## src/rtl/bitmap_block_allocator_assert.svh

```systemverilog
// assertion macros for the bitmap block allocator
`ifndef BITMAP_BLOCK_ALLOCATOR_ASSERT_SVH
`define BITMAP_BLOCK_ALLOCATOR_ASSERT_SVH

// condition must hold in the same cycle, checked out of reset
`define BBA_ASSERT_NOW(label, ante, cons) \
  label: assert property (@(posedge clk_i) disable iff (!rst_ni) (ante) |-> (cons)) \
    else $error("bitmap block allocator check failed");

// condition must hold in the next cycle, checked out of reset
`define BBA_ASSERT_NEXT(label, ante, cons) \
  label: assert property (@(posedge clk_i) disable iff (!rst_ni) (ante) |=> (cons)) \
    else $error("bitmap block allocator check failed");

`endif

```

## src/rtl/bba_pkg.sv

```systemverilog
// shared types, constants and helpers for the bitmap block allocator
package bba_pkg;

  // fixed field widths
  localparam int InodeW   = 12;
  localparam int MapCntW  = 3;
  localparam int OpcodeW  = 2;
  localparam int BlockW   = 16;
  localparam int ByteIdxW = 11;
  localparam int ByteW    = 8;
  localparam int StatusW  = 2;

  // byte constants
  localparam logic [ByteW-1:0] ByteMsb = 8'h80;
  localparam logic [ByteW-1:0] ByteAll = 8'hFF;

  // configuration register indexes
  localparam logic CfgInodeCount = 1'b0;
  localparam logic CfgMapBlocks  = 1'b1;

  typedef enum logic [OpcodeW-1:0] {
    OpAlloc   = 2'd0,
    OpFree    = 2'd1,
    OpPreload = 2'd2
  } opcode_e;

  typedef enum logic [StatusW-1:0] {
    StOk      = 2'd0,
    StNoSpace = 2'd1,
    StRange   = 2'd2
  } status_e;

  typedef enum logic [2:0] {
    SClear,
    SIdle,
    SScan,
    SFreeWr,
    SResp
  } state_e;

  typedef struct packed {
    logic       found;
    logic [2:0] pos;
  } clear_pos_t;

  // first clear bit of a map byte, msb is position 0
  function automatic clear_pos_t first_clear(input logic [ByteW-1:0] map_byte);
    clear_pos_t res;
    res = '0;
    for (int b = 7; b >= 0; b--) begin
      if (!map_byte[7-b]) begin
        res.found = 1'b1;
        res.pos   = 3'(b);
      end
    end
    return res;
  endfunction

endpackage

```

## src/rtl/bba_ceil_div.sv

```systemverilog
// ceiling divider of the inode count by a constant divisor, by reciprocal multiplication
module bba_ceil_div #(
  parameter int Divisor = 8
) (
  input  logic                       clk_i,
  input  logic                       rst_ni,
  input  logic                       start_i,
  input  logic [bba_pkg::InodeW-1:0] dividend_i,
  output logic [bba_pkg::InodeW-1:0] quotient_o
);
  import bba_pkg::*;

  // numerator is dividend + divisor - 1, one bit wider than the dividend
  localparam int NumW   = InodeW + 1;
  localparam int Log2D  = $clog2(Divisor);
  localparam int Shift  = NumW + Log2D;
  localparam int Recip  = ((1 << Shift) + Divisor - 1) / Divisor;
  localparam int RecipW = NumW + 1;
  localparam int ProdW  = NumW + RecipW;

  logic [NumW-1:0]   num;
  logic [ProdW-1:0]  prod;
  logic [InodeW-1:0] quot_q, quot_d;

  // floor((x + d - 1) / d) is exact for every numerator below 2^NumW
  assign num  = NumW'(dividend_i) + NumW'(Divisor - 1);
  assign prod = ProdW'(num) * ProdW'(Recip);

  always_comb begin
    quot_d = quot_q;
    if (start_i) begin
      quot_d = InodeW'(prod >> Shift);
    end
  end

  always_ff @(posedge clk_i or negedge rst_ni) begin
    if (!rst_ni) begin
      quot_q <= '0;
    end else begin
      quot_q <= quot_d;
    end
  end

  assign quotient_o = quot_q;

endmodule

```

## config.mk

```make
export PLATFORM = sky130hd
export DESIGN_NAME = bba_ceil_div
export DESIGN_NICKNAME = d
export VERILOG_FILES = /design/src/rtl/bitmap_block_allocator_assert.svh /design/src/rtl/bba_pkg.sv /design/src/rtl/bba_ceil_div.sv
export SDC_FILE = /design/constraint.sdc
export NUM_CORES = 1
export LEC_CHECK = 0
export ABC_AREA = 1
export BUFFER_PORTS_ARGS = -buffer_cell sky130_fd_sc_hd__buf_2
export CAP_MARGIN = 20
export CORE_AREA = 3 3 40 42
export CTS_BUF_LIST = sky130_fd_sc_hd__clkbuf_2
export CTS_CLUSTER_SIZE = 14
export DETAILED_ROUTE_END_ITERATION = 7
export DIE_AREA = 0 0 43 45
export PLACE_DENSITY = 0.79
export SLEW_MARGIN = 20
export SYNTH_ARGS = -nofsm -noshare
export SYNTH_HDL_FRONTEND = slang
export SYNTH_SLANG_ARGS = --single-unit
```

## constraint.sdc

```tcl
create_clock -name clk_i -period 1.75 [get_ports clk_i]
set_input_delay 0.35 -clock clk_i [delete_from_list [all_inputs] [get_ports clk_i]]
set_output_delay 0.35 -clock clk_i [all_outputs]
set_load 0.02 [all_outputs]
```

======== Yosys cells after proc, flatten, opt, wreduce, memory -nomap -nowiden ========
Cells that the tools add are included.
word-level totals
  bits in registers ....................... 10
  bits in latches ......................... 0
  memory bits (writable) .................. 0
  ROM bits ................................ 0
  output and inout port bits .............. 12
  word-level logic and storage cells ...... 2
  memories ................................ 0
operators by class
  add/sub/neg operators ................... 1
  multiply operators ...................... 0
  divide/modulo/power cells ............... 0
  magnitude comparators ................... 0
  equality and inequality tests ........... 0
  shift operators ......................... 0
  multiplexer cells ....................... 0
  bitwise logic cells ..................... 0
  reductions and logical operators ........ 0
operators by type and width
  cell                                           number
  adder 12 x 3 -> 13 bit, second input constant  1

======== Depth between registers and ports, before layout ========
Gate-level depths: netlist of the first run.
  word-level depth ........................ 1
  gate-level depth with buffers ........... 8

======== Least setup slack after synthesis of the first run ========
Ideal clock, no wire load.
  path kind ............................... input to register
  start ................................... input port dividend_i[2] in the netlist's numbering
  end ..................................... register quot_q[8] (netlist: quotient_o[8])
  setup time .............................. 0.118 ns
  data arrival time ....................... 0.885 ns
  required time ........................... 1.632 ns
  path slack .............................. 0.748 ns
  stages on the path ...................... 8
  path buffers ............................ 0
  cells stage by stage .................... nor2_1 > nand2_1 > nand2_1 > inv_2 > nand2_1 > nand2_1 > nand3_1 > nand2_1
on the way
  word-level cells in the longest chain between the ends .. 1
RTL lines
  element                 line                text
  start: declaration      bba_ceil_div.sv:8   input logic [bba_pkg::InodeW-1:0] dividend_i,
  adder 12 x 3 -> 13 bit  bba_ceil_div.sv:26  assign num = NumW'(dividend_i) + NumW'(Divisor - 1);
  end signal: assignment  bba_ceil_div.sv:40  quot_q <= quot_d;
  end: declaration        bba_ceil_div.sv:23  logic [InodeW-1:0] quot_q, quot_d;
No other way between the ends.
A chain may end at the register's enable or synchronous reset.

======== Worst setup path in the final report of the first run ========
  start ................................... register quot_q[5] (netlist: quotient_o[5])
  end ..................................... output port quotient_o[5] in the netlist's numbering
RTL lines
  element           line               text
  end: declaration  bba_ceil_div.sv:9  output logic [bba_pkg::InodeW-1:0] quotient_o
No word-level cell between the ends.

==> flow_metrics.tcl, run 1 <==
set metrics [dict create \
    status "finished, final reports clean" \
    synth_cell_types 14 \
    tns_ns 0 \
    remaining_drc_errors 0 \
    power_density_mw_per_mm2 705.6 \
    grt_usage_pct 14.49 \
    total_power_w 0.0005112 \
    critical_path.top_delay_family "flip-flops" \
    detailed_place.area_um2 699.4 \
    crit_type "reg2out" \
    htreeDepth 1 \
    via_count 612 \
    cts_resized 0 \
    drtIter0Drc 20 \
    drive_above_1_share_pct 25.44 \
    syn_area_um2 581.8 \
    hold_path.class "in2reg" \
    cts_buffer_depth 2 \
    worstPathCellList "buf_2" \
    grt_pass1_vias 513 \
    clock_latency_ns 0.24 \
    synth_most_common_cell "nand2_1" \
    whs_ns 0.3978 \
    timing.final.crit_share_pct 65.47 \
    path_clk_slew_ns 0.09 \
    worst-endpoint-arrival_ns 0.80 \
    grt-ovfl-total 0 \
    diodes 0 \
    area_growth_syn_to_layout_pct 24.52 \
    period_needed_ns 1.146 \
    clock-sinks 10 \
    seq_area_frac_synth_pct 43.01 \
    cts_hold_buffers 1 \
    portBuffers 24 \
    worstSetupStartpointType "flip-flop" \
    setup_viol 0 \
    yosysWarnings 0 \
    finClkSkew_ns 0 \
    io_pins 27 \
    die_x_um 43 \
    setup_ws_ns 0.6042 \
    final_antenna_net_count 0 \
    pre_cts_ws_ns 0.5167 \
    gp_congestion 0.8476 \
    slowest_stage "dfrtp_1" \
    fmax_ghz 0.8728 \
    final_area_um2 724.4 \
    cts_root_buf "clkbuf_2" \
    grt_pass1_wl_um 2083 \
    initial_core_util_pct 45.28 \
    antenna_found_initial 0 \
    cap_viol_max_count 0 \
    hold_viol 0 \
    drt-wirelength-per-cell_um 9.682 \
    synth-async-reset-ratio_pct 100.0 \
    p_leak_nw 0.4371 \
    yosys-top-cells-count "nand2_1 (36), dfrtp_1 (10), inv_1 (10), nor2_1 (8), nand3_1 (7)" \
    coreArea_mm2 0.001285 \
    drv_slew 0 \
    rows 13 \
    netlist_instances 89 \
    cp_max_fo 2 \
    synth_edf_count 0 \
    netlist.area_leader.share_pct 43.01 \
    grt_max_degree 14 \
    viasPerCell 4.744 \
    largest_reg_flops 10 \
    dp_hpwl_um 1011 \
    synth_area_leaders "dfrtp_1 (43%), nand2_1 (23%), inv_1 (6.5%)" \
    cts_setup_buffers 0 \
    cts_tree "done" \
    synth_seq_cells 10 \
    synth_flop_cell "dfrtp_1" \
    first_pass_iters 4 \
    worst-path-buf-inv 1 \
    yosysTopAreaCell "dfrtp_1" \
    wirelength_um 1249 \
    dieArea_mm2 0.001935 \
    die_h_um 45 \
    syn_area_per_cell_um2 6.537 \
    layout.nets 131 \
    cp-end-kind "primary output" \
    max_stage_delay_ns 0.39 \
    cts_inserted_buffers 3 \
    ir_drop_mv 0.2210 \
    required_ns 1.40 \
    rsz0062_at_grt "no" \
]
-- final timing paths --
path | depth (start not counted) | slack (ns) | startpoint | end
worst min-delay path | 3 | 0.40 | dividend_i[4] | quotient_o[1]
worst max register to register | 2 | 1.11 | quotient_o[9] | quotient_o[9]
min in group asynchronous | 2 | 0.48 | rst_ni | quotient_o[9]
worst min register to register | 2 | 0.48 | quotient_o[6] | quotient_o[6]
worst max-delay path | 1 | 0.60 | quotient_o[5] | quotient_o[5]
max in group asynchronous | 2 | 1.08 | rst_ni | quotient_o[0]
-- kinds of logic after synthesis --
group / synth area share, %
simple gates: 36.34
compound gates: 8.601
buf+inv: 11.40
other cells: 0.6445
flops: 43.01
-- final cells by class --
| type | count | area (µm²) |
|---|---|---|
| Sequential cell | 10 | 250.2 |
| Clock buffer | 3 | 15.01 |
| Timing Repair Buffer | 25 | 130.1 |
| Multi-Input combinational cell | 65 | 269.0 |
| Tap cell | 15 | 18.77 |
| Fill cell | 137 | 560.5 |
| Inverter | 11 | 41.29 |
-- report_power, final --
group / internal [W] / leakage, nW / switching [W]
sequential: 0.000252 / 0.123 / 0.00000981
combinational: 0.0000460 / 0.302 / 0.0000848
clock: 0.0000467 / 0.0125 / 0.0000723
-- worst reg2reg max path, cell delays in order (launching register included) --
cell     delay (ns)
dfrtp_1        0.39
nand2_1        0.07
o21ai_1        0.07
-- metal layers --
metal	wire length [µm]	track usage, %
met2	610	24.55
met3	73	1.195
met4	27	10.84
met5	0	0
met1	538	17.21
-- placed cells by master, fill, tap and decap left out --
cell / n
nor3_1: 1
inv_2: 1
inv_1: 10
o21ai_0: 6
conb_1: 2
dlygate4sd3_1: 1
a21oi_1: 3
o21ai_1: 1
nand3_1: 7
buf_2: 24
or2_2: 1
nand2_1: 36
dfrtp_1: 10
clkbuf_2: 3
nor2_1: 8
-- through the flow --
stage / instances / utilization [%]
floorplan: 90 / -
global placement: 125 / 54.43
detailed placement: 125 / 54.43
CTS: 129 / 56.38
global route: 129 / 56.38
finish: 129 / 56.38
Note: power is estimated with default switching activity, not from simulation.
==> run 2, diff against run 1 <==
--- a/config.mk
+++ b/config.mk
@@ -8,11 +8,11 @@
 export ABC_AREA = 1
 export BUFFER_PORTS_ARGS = -buffer_cell sky130_fd_sc_hd__buf_2
 export CAP_MARGIN = 20
-export CORE_AREA = 3 3 40 42
+export CORE_MARGIN = 3
+export CORE_UTILIZATION = 42
 export CTS_BUF_LIST = sky130_fd_sc_hd__clkbuf_2
 export CTS_CLUSTER_SIZE = 14
 export DETAILED_ROUTE_END_ITERATION = 7
-export DIE_AREA = 0 0 43 45
 export PLACE_DENSITY = 0.79
 export SLEW_MARGIN = 20
 export SYNTH_ARGS = -nofsm -noshare
==> constraint.sdc (replaced) <==
create_clock -name clk_i -period 1 [get_ports clk_i]
set_input_delay 0.2 -clock clk_i [delete_from_list [all_inputs] [get_ports clk_i]]
set_output_delay 0.2 -clock clk_i [all_outputs]
set_load 0.02 [all_outputs]
==> flow_metrics.tcl, run 2 (synthesis gave the netlist of run 1 again) <==
set metrics [dict create \
    timing.final.crit_share_pct 98.34 \
    cap_viol_max_count 0 \
    largest_reg_flops 10 \
    io_pins 27 \
    wirelength_um 1414 \
    worst-path-buf-inv 1 \
    layout.nets 142 \
    path_clk_slew_ns 0.08 \
    grt_usage_pct 14.75 \
    required_ns 0.80 \
    dp_hpwl_um 1060 \
    first_pass_iters 4 \
    drv_slew 0 \
    antenna_found_initial 0 \
    cp_max_fo 2 \
    rows 12 \
    hold_path.class "in2reg" \
    mostFrequentLayoutCell "nand2_1" \
    cts_root_buf "clkbuf_2" \
    clock_latency_ns 0.23 \
    drt-wirelength-per-cell_um 10.17 \
    ir_drop_mv 0.5103 \
    critical_path.top_delay_family "flip-flops" \
    final_antenna_net_count 0 \
    die_h_um 43.22 \
    coreArea_mm2 0.001201 \
    worstSetupStartpointType "flip-flop" \
    worstPathCellList "buf_6" \
    viasPerCell 4.647 \
    cts_inserted_buffers 3 \
    hold_viol 0 \
    power_density_mw_per_mm2 1132 \
    die_x_um 43.22 \
    grt_max_degree 11 \
    tns_ns 0 \
    worst-endpoint-arrival_ns 0.78 \
    status "finished, final reports clean" \
    grt_pass1_vias 547 \
    setup_viol 0 \
    drive_above_1_share_pct 32.00 \
    setup_ws_ns 0.01661 \
    initial_core_util_pct 48.44 \
    htreeDepth 1 \
    rsz0062_at_grt "yes" \
    finClkSkew_ns 0 \
    portBuffers 24 \
    whs_ns 0.2408 \
    slowest_stage "dfrtp_1" \
    fmax_ghz 1.017 \
    remaining_drc_errors 0 \
    max_stage_delay_ns 0.41 \
    diodes 0 \
    area_growth_syn_to_layout_pct 46.02 \
    grt-ovfl-total 0 \
    p_leak_nw 0.5018 \
    crit_type "reg2out" \
    final_cell_mix "nand2_1 (36), buf_2 (17), buf_4 (11)" \
    ff_latch_area_um2 250.2 \
    num-fill-cells 111 \
    cts_buffer_depth 2 \
    cts_tree "done" \
    drtIter0Drc 5 \
    via_count 646 \
    period_needed_ns 0.9834 \
    clock-sinks 10 \
    dieArea_mm2 0.001868 \
    grt_pass1_wl_um 2132 \
    pre_cts_ws_ns -0.02067 \
    gp_congestion 0.8017 \
    cp-end-kind "primary output" \
    multi_input_area_um2 269.0 \
]
[run 2: worst paths after layout]
check                              start             to  slack (ns)  cells past startpoint
max                        quotient_o[3]  quotient_o[3]        0.02                      1
min                        dividend_i[6]  quotient_o[3]        0.24                      3
max reg2reg                quotient_o[3]  quotient_o[3]        0.24                      3
min reg2reg                quotient_o[6]  quotient_o[6]        0.49                      2
max in group asynchronous         rst_ni  quotient_o[6]        0.47                      2
min in group asynchronous         rst_ni  quotient_o[9]        0.34                      2
[run 2: timing repair]
item	CTS	global route
gates resized for setup	0	14
endpoints found under the setup margin	0	9
hold endpoints to repair	10	0
hold buffers	1	0
setup buffers	0	5
[run 2: worst reg2reg max path: stages, from the launching register on]
cell and delay, ns:
dfrtp_1 0.41, buf_4 0.14, nand2_1 0.06, nand2_1 0.05
[run 2: per-layer routing]
metal	wire [µm]	GRT usage (%)	part of all wire, %
met2	715	22.71	51
met3	73	1.695	5.2
met4	12	9.036	0.85
met5	0	0	0
met1	611	19.33	43
[run 2: area by class of cell]
| cell class | instances | share of cell area, % |
|---|---|---|
| tap | 14 | 2.062 |
| multi-input combinational | 65 | 31.66 |
| inverter | 11 | 4.860 |
| sequential | 10 | 29.46 |
| clock buffer | 3 | 1.767 |
| timing repair buffer | 36 | 30.19 |
[run 2: where the power goes]
| part | total, W | switching [W] | internal [W] |
|---|---|---|---|
| clock | 0.000196 | 0.000114 | 0.0000819 |
| sequential | 0.000464 | 0.0000231 | 0.000440 |
| combinational | 0.000302 | 0.000159 | 0.000143 |
[run 2: through the flow]
stage          utilization, %  cells  power (W)  instance area (µm²)
3_3_place_gp            61.88    130  0.0007036                743.2
5_1_grt                 70.73    139   0.001025                849.6
6_report                70.73    139  0.0009618                849.6
2_1_floorplan               -     90  0.0006054                585.6
4_1_cts                 63.96    134  0.0009067                768.2
3_5_place_dp            61.88    130  0.0007095                743.2
==> run 3, diff against run 2 <==
==> constraint.sdc (replaced) <==
create_clock -name clk_i -period 1 [get_ports clk_i]
set_input_delay 0.2 -clock clk_i [delete_from_list [all_inputs] [get_ports clk_i]]
set_output_delay 0.2 -clock clk_i [all_outputs]
set_load 0.1 [all_outputs]
==> flow_metrics.tcl, run 3 (synthesis gave the netlist of run 1 again) <==
set metrics [dict create \
    status "finished with violations" \
    failed_checks "setup timing" \
    cts_root_buf "clkbuf_2" \
    drt-wirelength-per-cell_um 10.34 \
    grt_pass1_wl_um 2435 \
    antenna_found_initial 0 \
    num-fill-cells 85 \
    reg2reg_depth 3 \
    grt_pass1_vias 626 \
    cts_inserted_buffers 3 \
    ff_latch_area_um2 262.8 \
    drive_above_1_share_pct 39.02 \
    p_leak_nw 0.5149 \
    pre_cts_ws_ns -0.07775 \
    cp_max_fo 2 \
    worst-path-buf-inv 1 \
    max_stage_delay_ns 0.44 \
    final_util_pct 79.38 \
    rows 12 \
    dp_hpwl_um 1142 \
    hold_path.class "in2reg" \
    rsz0062_at_grt "yes" \
    power_density_mw_per_mm2 1380 \
    final_cell_mix "nand2_1 (36), buf_2 (14), inv_1 (10), buf_12 (10), dfrtp_2 (10)" \
    area_growth_syn_to_layout_pct 63.87 \
    setup_viol 10 \
    remaining_drc_errors 0 \
    path_clk_slew_ns 0.08 \
    gp_congestion 0.8122 \
    mostFrequentLayoutCell "nand2_1" \
    finClkSkew_ns 0 \
    grt-ovfl-total 0 \
    grt_usage_pct 17.20 \
    coreArea_mm2 0.001201 \
    required_ns 0.80 \
    final_antenna_net_count 0 \
    portBuffers 24 \
    slowest_stage "dfrtp_2" \
    reg2reg_from "quotient_o[4]" \
    critical_path.top_delay_family "flip-flops" \
    worstSetupStartpointType "flip-flop" \
    cts_tree "done" \
    drv_slew 0 \
    cap_viol_max_count 0 \
    holdCritStartpoint "dividend_i[6]" \
    whs_endpoint "quotient_o[3]" \
    tns_ns -0.3379 \
    multi_input_area_um2 269.0 \
    clock-sinks 10 \
    cts_buffer_depth 2 \
    largest_reg_flops 10 \
    whs_path_depth 3 \
    viasPerCell 4.876 \
    die_h_um 43.22 \
    drtIter0Drc 14 \
    period_needed_ns 1.037 \
    whs_ns 0.2419 \
    regToRegEndpoint "quotient_o[4]" \
    crit_type "reg2out" \
    fmax_ghz 0.9641 \
    clock_latency_ns 0.23 \
    dieArea_mm2 0.001868 \
    die_x_um 43.22 \
    cp-end-kind "primary output" \
    wirelength_um 1416 \
    layout.nets 140 \
    io_pins 27 \
    htreeDepth 1 \
    hold_viol 0 \
    timing.final.crit_share_pct 103.7 \
    setup_ws_ns -0.03719 \
    ir_drop_mv 0.6862 \
    worst-endpoint-arrival_ns 0.84 \
    worstPathCellList "buf_12" \
    rrSetupSlack_ns 0.15 \
    initial_core_util_pct 48.44 \
    via_count 668 \
    grt_max_degree 12 \
    diodes 0 \
    cts_resized 0 \
    first_pass_iters 4 \
]
## run 3: changes by cell type in the layout (fill, tap and decap cells not counted), sizes merged
cell  delta
buf      -2
## run 3: power breakdown
group,internal [W],switching [W]
sequential,0.000448,0.0000398
clock,0.0000819,0.000117
combinational,0.000217,0.000412
## run 3: timing repair
item                                   CTS  global route
buffers inserted                         2             0
setup endpoints to repair               10            10
cloned                                   0             0
hold buffers                             1             0
endpoints found under the hold margin   10             0
## run 3: metal layers
layer	vias up	track usage [%]	part of all wire (%)
met3	4	1.271	5.4
met5	-	0	0
met4	0	10.84	3.0
met2	28	29.79	52
li1	338	-	-
met1	298	19.95	40
## run 3: cell type report
class / instances / share of cell area (%)
Multi-Input combinational cell: 65 / 28.22
Tap cell: 14 / 1.837
Inverter: 11 / 4.331
Clock buffer: 3 / 1.575
Sequential cell: 10 / 27.56
Timing Repair Buffer: 34 / 36.48
## run 3: through the flow
stage | area, µm² | cells | total power [W]
2_1_floorplan | 598.1 | 90 | 0.0008629
3_3_place_gp | 913.4 | 131 | 0.001105
3_5_place_dp | 913.4 | 131 | 0.001117
4_1_cts | 953.4 | 137 | 0.001325
5_1_grt | 953.4 | 137 | 0.001375
6_report | 953.4 | 137 | 0.001316
## run 3: how the worst max path moves through the flow
stage	cells past startpoint	endpoint	slack, ns	start
after floorplan	2	quotient_o[1]	0.09	quotient_o[1]
after global placement	9	quotient_o[6]	-0.001	dividend_i[2]
after detailed placement	6	quotient_o[0]	-0.08	dividend_i[2]
after CTS	1	quotient_o[6]	-0.05	quotient_o[6]
after global routing	1	quotient_o[6]	-0.07	quotient_o[6]
final	1	quotient_o[3]	-0.04	quotient_o[3]
